<file path="config.mk">
export PLATFORM = sky130hd
export DESIGN_NAME = sctk_ctrl
export DESIGN_NICKNAME = d
export VERILOG_FILES = /design/src/rtl/sctk_pkg.sv /design/src/rtl/sctk_ctrl.sv
export VERILOG_INCLUDE_DIRS = /design/src /design/src/rtl
export SDC_FILE = /design/constraint.sdc
export NUM_CORES = 1
export LEC_CHECK = 0
export CAP_MARGIN = 10
export CORE_AREA = 2 2 39 41
export CTS_CLUSTER_DIAMETER = 150
export DETAILED_ROUTE_END_ITERATION = 12
export DIE_AREA = 0 0 41 43
export DONT_BUFFER_PORTS = 1
export PLACE_DENSITY = 0.51
export SETUP_SLACK_MARGIN = 0.2
export SYNTH_ARGS = -nofsm -noshare
export SYNTH_HDL_FRONTEND = slang
export SYNTH_SLANG_ARGS = --single-unit
</file>
<file path="constraint.sdc">
create_clock -name aclk -period 2.9 [get_ports aclk]
set_input_delay 0.29 -clock aclk [delete_from_list [all_inputs] [get_ports aclk]]
set_output_delay 0.29 -clock aclk [all_outputs]
set_load 0.05 [all_outputs]
</file>
<file path="src/rtl/scheduler_clock_tick_engine_defines.svh">
// Assertion macros for the tick engine RTL.
// Clocked on aclk, disabled while aresetn is low; NO_ASSERTIONS removes them.
`ifndef SCHEDULER_CLOCK_TICK_ENGINE_DEFINES_SVH
`define SCHEDULER_CLOCK_TICK_ENGINE_DEFINES_SVH
`ifndef NO_ASSERTIONS
`define SCTK_ASSERT(lbl, prop) \
    lbl: assert property (@(posedge aclk) disable iff (!aresetn) (prop)) \
        else $error("tick engine assertion failed");
`define SCTK_ASSERT_NEXT(lbl, ante, cons) \
    lbl: assert property (@(posedge aclk) disable iff (!aresetn) (ante) |=> (cons)) \
        else $error("tick engine assertion failed");
`else
`define SCTK_ASSERT(lbl, prop)
`define SCTK_ASSERT_NEXT(lbl, ante, cons)
`endif
`endif

</file>
<file path="src/rtl/sctk_pkg.sv">
// Shared types and constants of the scheduler clock tick engine.
// No dependencies.
`default_nettype none
package sctk_pkg;

    typedef struct packed {
        logic        req_type;
        logic [4:0]  proc_index;
        logic        base_priority;
        logic        user_mode;
        logic        pc_at_idle;
        logic [2:0]  disk_busy;
        logic        swapper_waiting;
        logic        entry_live;
        logic [5:0]  entry_nice;
        logic [15:0] entry_alarm;
        logic [6:0]  entry_priority;
    } req_t;

    typedef struct packed {
        logic [1:0]  kind;
        logic [4:0]  entry_index;
        logic [4:0]  hist_slot;
        logic [31:0] hist_count;
        logic [31:0] mode_ticks;
        logic [31:0] seconds;
        logic [7:0]  cpu_usage;
        logic [6:0]  run_time;
        logic        alarm_fired;
        logic        recompute_priority;
        logic        wake_swapper;
        logic        done_res;
    } res_t;

    // One process table entry
    typedef struct packed {
        logic [5:0]  nice;
        logic [15:0] alarm;
        logic [6:0]  prio;
        logic [7:0]  usage;
        logic [6:0]  run_time;
    } rec_t;

    typedef struct packed {
        logic [31:0] user_ticks;
        logic [31:0] system_ticks;
    } ticks_t;

    // Controller to datapath
    typedef struct packed {
        logic wr_entry;
        logic tick_cap;
        logic tick_chg;
        logic tick_fin;
        logic sw_sel;
        logic sw_skip;
        logic sw_upd;
    } cmd_t;

    // Datapath to controller
    typedef struct packed {
        logic req_is_write;
        logic second;
        logic sweep_end;
        logic sweep_live;
    } status_t;

    localparam logic       REQ_WRITE      = 1'b1;
    localparam logic [1:0] KIND_TICK      = 2'd0;
    localparam logic [1:0] KIND_SECOND    = 2'd1;
    localparam logic [1:0] KIND_UPDATE    = 2'd2;
    localparam logic [1:0] CFG_TPS        = 2'd0;
    localparam logic [1:0] CFG_NICE_ZERO  = 2'd1;
    localparam logic [1:0] CFG_PRIO_FLOOR = 2'd2;
    localparam logic [9:0] TPS_RESET      = 10'd60;
    localparam logic [5:0] NICE_ZERO_RESET = 6'd20;
    localparam logic [6:0] FLOOR_RESET    = 7'd50;
    localparam logic [5:0] MAX_UPDATES    = 6'd32;
    localparam logic [7:0] USAGE_MAX      = 8'd255;
    localparam logic [6:0] RUN_TIME_MAX   = 7'd127;
    localparam logic [15:0] TICK_COUNT_MAX = 16'hFFFF;
    localparam int         HIST_SLOTS     = 32;

endpackage
`default_nettype wire

</file>
<file path="src/rtl/sctk_ctrl.sv">
// Controller of the tick engine: sequences ticks, writes and the per-second sweep.
// Depends on sctk_pkg and the assertion macro header.
`default_nettype none
`include "scheduler_clock_tick_engine_defines.svh"
module sctk_ctrl (
    input  wire logic              aclk,
    input  wire logic              aresetn,
    input  wire logic              s_valid,
    output logic                   s_ready,
    output logic                   m_valid,
    input  wire logic              m_ready,
    input  wire sctk_pkg::status_t status,
    output sctk_pkg::cmd_t         cmd
);
    typedef enum logic [2:0] {IDLE, T_CHG, T_HIST, SW_CHK, SW_UPD} state_t;

    state_t state_reg, state_next;
    logic   m_valid_reg, m_valid_next;
    logic   out_free, load;

    assign out_free = !m_valid_reg || m_ready;
    assign s_ready  = (state_reg == IDLE);
    assign m_valid  = m_valid_reg;

    // Decode commands and next state
    always_comb begin
        cmd        = '0;
        state_next = state_reg;
        unique case (state_reg)
            IDLE: begin
                if (s_valid) begin
                    if (status.req_is_write) begin
                        cmd.wr_entry = 1'b1;
                    end else begin
                        cmd.tick_cap = 1'b1;
                        state_next   = T_CHG;
                    end
                end
            end
            T_CHG: begin
                cmd.tick_chg = 1'b1;
                state_next   = T_HIST;
            end
            T_HIST: begin
                if (out_free) begin
                    cmd.tick_fin = 1'b1;
                    state_next   = status.second ? SW_CHK : IDLE;
                end
            end
            SW_CHK: begin
                cmd.sw_sel = 1'b1;
                if (status.sweep_end) begin
                    state_next = IDLE;
                end else if (!status.sweep_live) begin
                    cmd.sw_skip = 1'b1;
                end else begin
                    state_next = SW_UPD;
                end
            end
            SW_UPD: begin
                cmd.sw_sel = 1'b1;
                if (out_free) begin
                    cmd.sw_upd = 1'b1;
                    state_next = SW_CHK;
                end
            end
            default: state_next = IDLE;
        endcase
    end

    assign load         = cmd.tick_fin || cmd.sw_upd;
    assign m_valid_next = load ? 1'b1 : (m_ready ? 1'b0 : m_valid_reg);

    // Hold state and the result valid flag
    always_ff @(posedge aclk) begin
        if (!aresetn) begin
            state_reg   <= IDLE;
            m_valid_reg <= 1'b0;
        end else begin
            state_reg   <= state_next;
            m_valid_reg <= m_valid_next;
        end
    end

    `SCTK_ASSERT(a_load_free, !load || out_free)
    `SCTK_ASSERT_NEXT(a_chg_to_hist, state_reg == T_CHG, state_reg == T_HIST)
    `SCTK_ASSERT_NEXT(a_upd_waits, state_reg == SW_UPD && !out_free, state_reg == SW_UPD)
    `SCTK_ASSERT_NEXT(a_result_held, m_valid_reg && !m_ready, m_valid_reg)
endmodule
`default_nettype wire

</file>
==> metrics.md <==
| Metric | Value |
|---|---|
| Number of hold buffers added after cts | `0` |
| FP Rows | `14` |
| Initial antenna violation count | `0` |
| Ranking of synthesized cells by area | `dfxtp_1 (23%), nand2b_1 (7.3%), nor2_1 (5.5%), nor2b_1 (5.5%), o21a_1 (4.4%)` |
| Initial Util | `between 20 and 25%` |
| Routed Antenna Nets | `0` |
| PD cells | `440 nW/µm²` |
| Synth Net Count | `50` |
| Clk Latency, worst-skew pair | `around 0.24 ns` |
| Static Leak | `about 0.00015 µW` |
| Post-CTS Resized | `0` |
| Run status | `finished clean` |
| Hold path depth | `1` |
| Mapped Cells | `42` |
| Num CTS Buffers | `3` |
| Largest register FFs | `3` |
| Dpl hpwl | `549 µm` |
| WP data required | `about 2.6 ns` |
| Max VDD drop | `0.144 mV` |
| Post-synthesis register bit count | `4` |
| Total core area | `approximately 1400 µm²` |
| FILL cells | `around 160` |
| Slew Limit Fails | `0` |
| CP arrival | `around 1.6 ns` |
| Routability cong. | `between 0.6 and 0.7` |
| Full die area | `between 1500 and 2000 µm²` |
| Commonest cells in the netlist | `nor2_1 (5), dfxtp_1 (4), nand2b_1 (4)` |
| Die Y | `between 40 and 50 µm` |
| Crit. End Element | `output pin` |
| I/O pin cnt | `17` |
| Setup Skew | `0.00720 ns` |
| CP Max Fanout | `12` |
| DRT Pass-1 Iters | `4` |
| Setup TNS | `0 ns` |
| Master cell of the clock root buffer | `clkbuf_4` |
| Post-synth top flop | `dfxtp_1` |
| Pin count of the biggest net entering global routing | `14` |
| Max-Cap Viols | `0` |
| Cells after DPL | `60` |
| Max Freq | `about 520 MHz` |
| Clock-pin slew on the worst setup and hold paths | `approximately 0.030 ns` |
| TritonCTS clock tree | `built` |
| Number of synthesized flops with an enable pin | `0` |
| DRT Wirelength | `between 600 and 700 µm` |
| RSZ-0062 raised after global routing | `false` |
| Vias in the first global route | `260` |
| DRC Markers | `0` |
| Vias | `between 300 and 400` |
| Final hold violations | `0` |
| Ys async rst share | `0%` |
| Most instantiated library cell after synthesis | `nor2_1` |
| # H-tree levels | `1` |
| Die extent in x | `slightly above 40 µm` |
| PortBufs | `0` |
| Setup Buffers After CTS | `0` |
| Yosys Warn Count | `0` |
| Routed WL per cell | `roughly 11 µm` |
| Vias per inst | `4.81` |
| Initial DRC count | `2` |
| Synth area leader | `dfxtp_1` |
| Hold crit path type | `in2reg` |
| Period minus WS final | `1.93 ns` |
| Fin cells | `between 60 and 70` |
| Wire length of the first global-routing pass | `between 1000 and 1500 µm` |
| Syn avg cell area | `8.13 µm²` |
| Grt total ovfl | `0` |
| GRT Total Usage | `between 8 and 9%` |
| Longest Clk Path Bufs | `2` |
| Layout cell share with drive strength beyond 1 | `between 20 and 30%` |
| Rel. slew slack | `around 36%` |
| Startpoint types | `register` |
| Yosys cell types | `28` |
| Diodes inserted | `0` |
| Share of the synthesized area in the top cell type | `roughly a quarter` |
| Part of the Yosys area used for sequential elements | `a little under a quarter` |
| Layout net count | `between 50 and 60` |
| Setup-failing EPs final | `0` |
| R2R depth | `3` |
| Worst-Margin Slew | `about 0.95 ns` |
| CTS sink count | `4` |
| Period utilisation layout | `between 60% and 70%` |
| Area Overhead vs Synth | `18.3%` |
| Cell area after synthesis | `~340 µm²` |
| Worst Setup Path Type | `reg2out` |
-- metal layers --
| layer | track usage, % | vias up | part of all wire [%] | wire (µm) |
|---|---|---|---|---|
| li1 | - | 159 | - | - |
| met1 | 7.99 | 135 | 41 | 286 |
| met2 | 14.1 | 9 | 52 | 364 |
| met3 | 6.81 | 0 | 6.7 | 47 |
| met4 | 2.00 | 0 | 0 | 0 |
| met5 | 0 | - | 0 | 0 |
-- per-stage QoR --
step	worst slack [ns]	total power, µW	cell area (µm²)	utilization (%)	hold slack (ns)
after global placement	1.24	110	382	27.6	0.419
after global routing	0.864	186	404	29.2	0.178
final	0.966	178	404	29.2	0.178
after detailed placement	1.22	109	382	27.6	0.415
after CTS	0.964	181	404	29.2	0.171
after floorplan	0.285	102	342	-	0.408
-- final timing paths --
| check | endpoint | start | slack (ns) |
|---|---|---|---|
| worst max-delay path | cmd[2] | state_reg[2] | 0.97 |
| worst min-delay path | m_valid | aresetn | 0.18 |
| worst max register to register | state_reg[1] | m_valid | 1.38 |
| worst min register to register | state_reg[1] | state_reg[1] | 0.64 |
-- power breakdown --
part,total [µW],internal [µW],switching [µW]
clock network,69.3,46.3,23.0
logic,42.0,14.1,28.0
registers,66.4,57.8,8.59
-- cell usage in the layout, fill, tap and decap left out, drive strengths merged --
master and n:
xnor2 1, nand3b 1, nand2 2, and3b 1, o22ai 1, nor3b 1
a22oi 1, nor3 2, a32o 1, buf 5, o311ai 1, and3 1
nand2b 4, nor2 5, inv 1, and2 1, nor2b 3, dfxtp 4
o21a 2, clkbuf 3, or3b 1, mux2i 1, nand4bb 1, o21ai 2
nor4b 1
-- critical path, cell delays in order, from the launching register on --
cell and delay [ns]:
dfxtp_1 0.53, nand2b_1 0.13, o21ai_1 0.76
-- logic make-up after synthesis --
group	count (synthesis)	share of synthesized area [%]
buf+inv	4	8.06
simple gates	24	46.2
mux	1	2.93
xor+xnor	1	2.56
compound gates	8	16.8
flops	4	23.4
-- layout make-up --
type                       count  area, µm²  area share [%]
inverter                       1       3.75           0.929
sequential                     4       80.1            19.8
timing repair buffer           5       37.5            9.29
multi-input combinational     34        240            59.4
tap                           16       20.0            4.95
clock buffer                   3       22.5            5.57
Power figures use the tool's default switching activity.
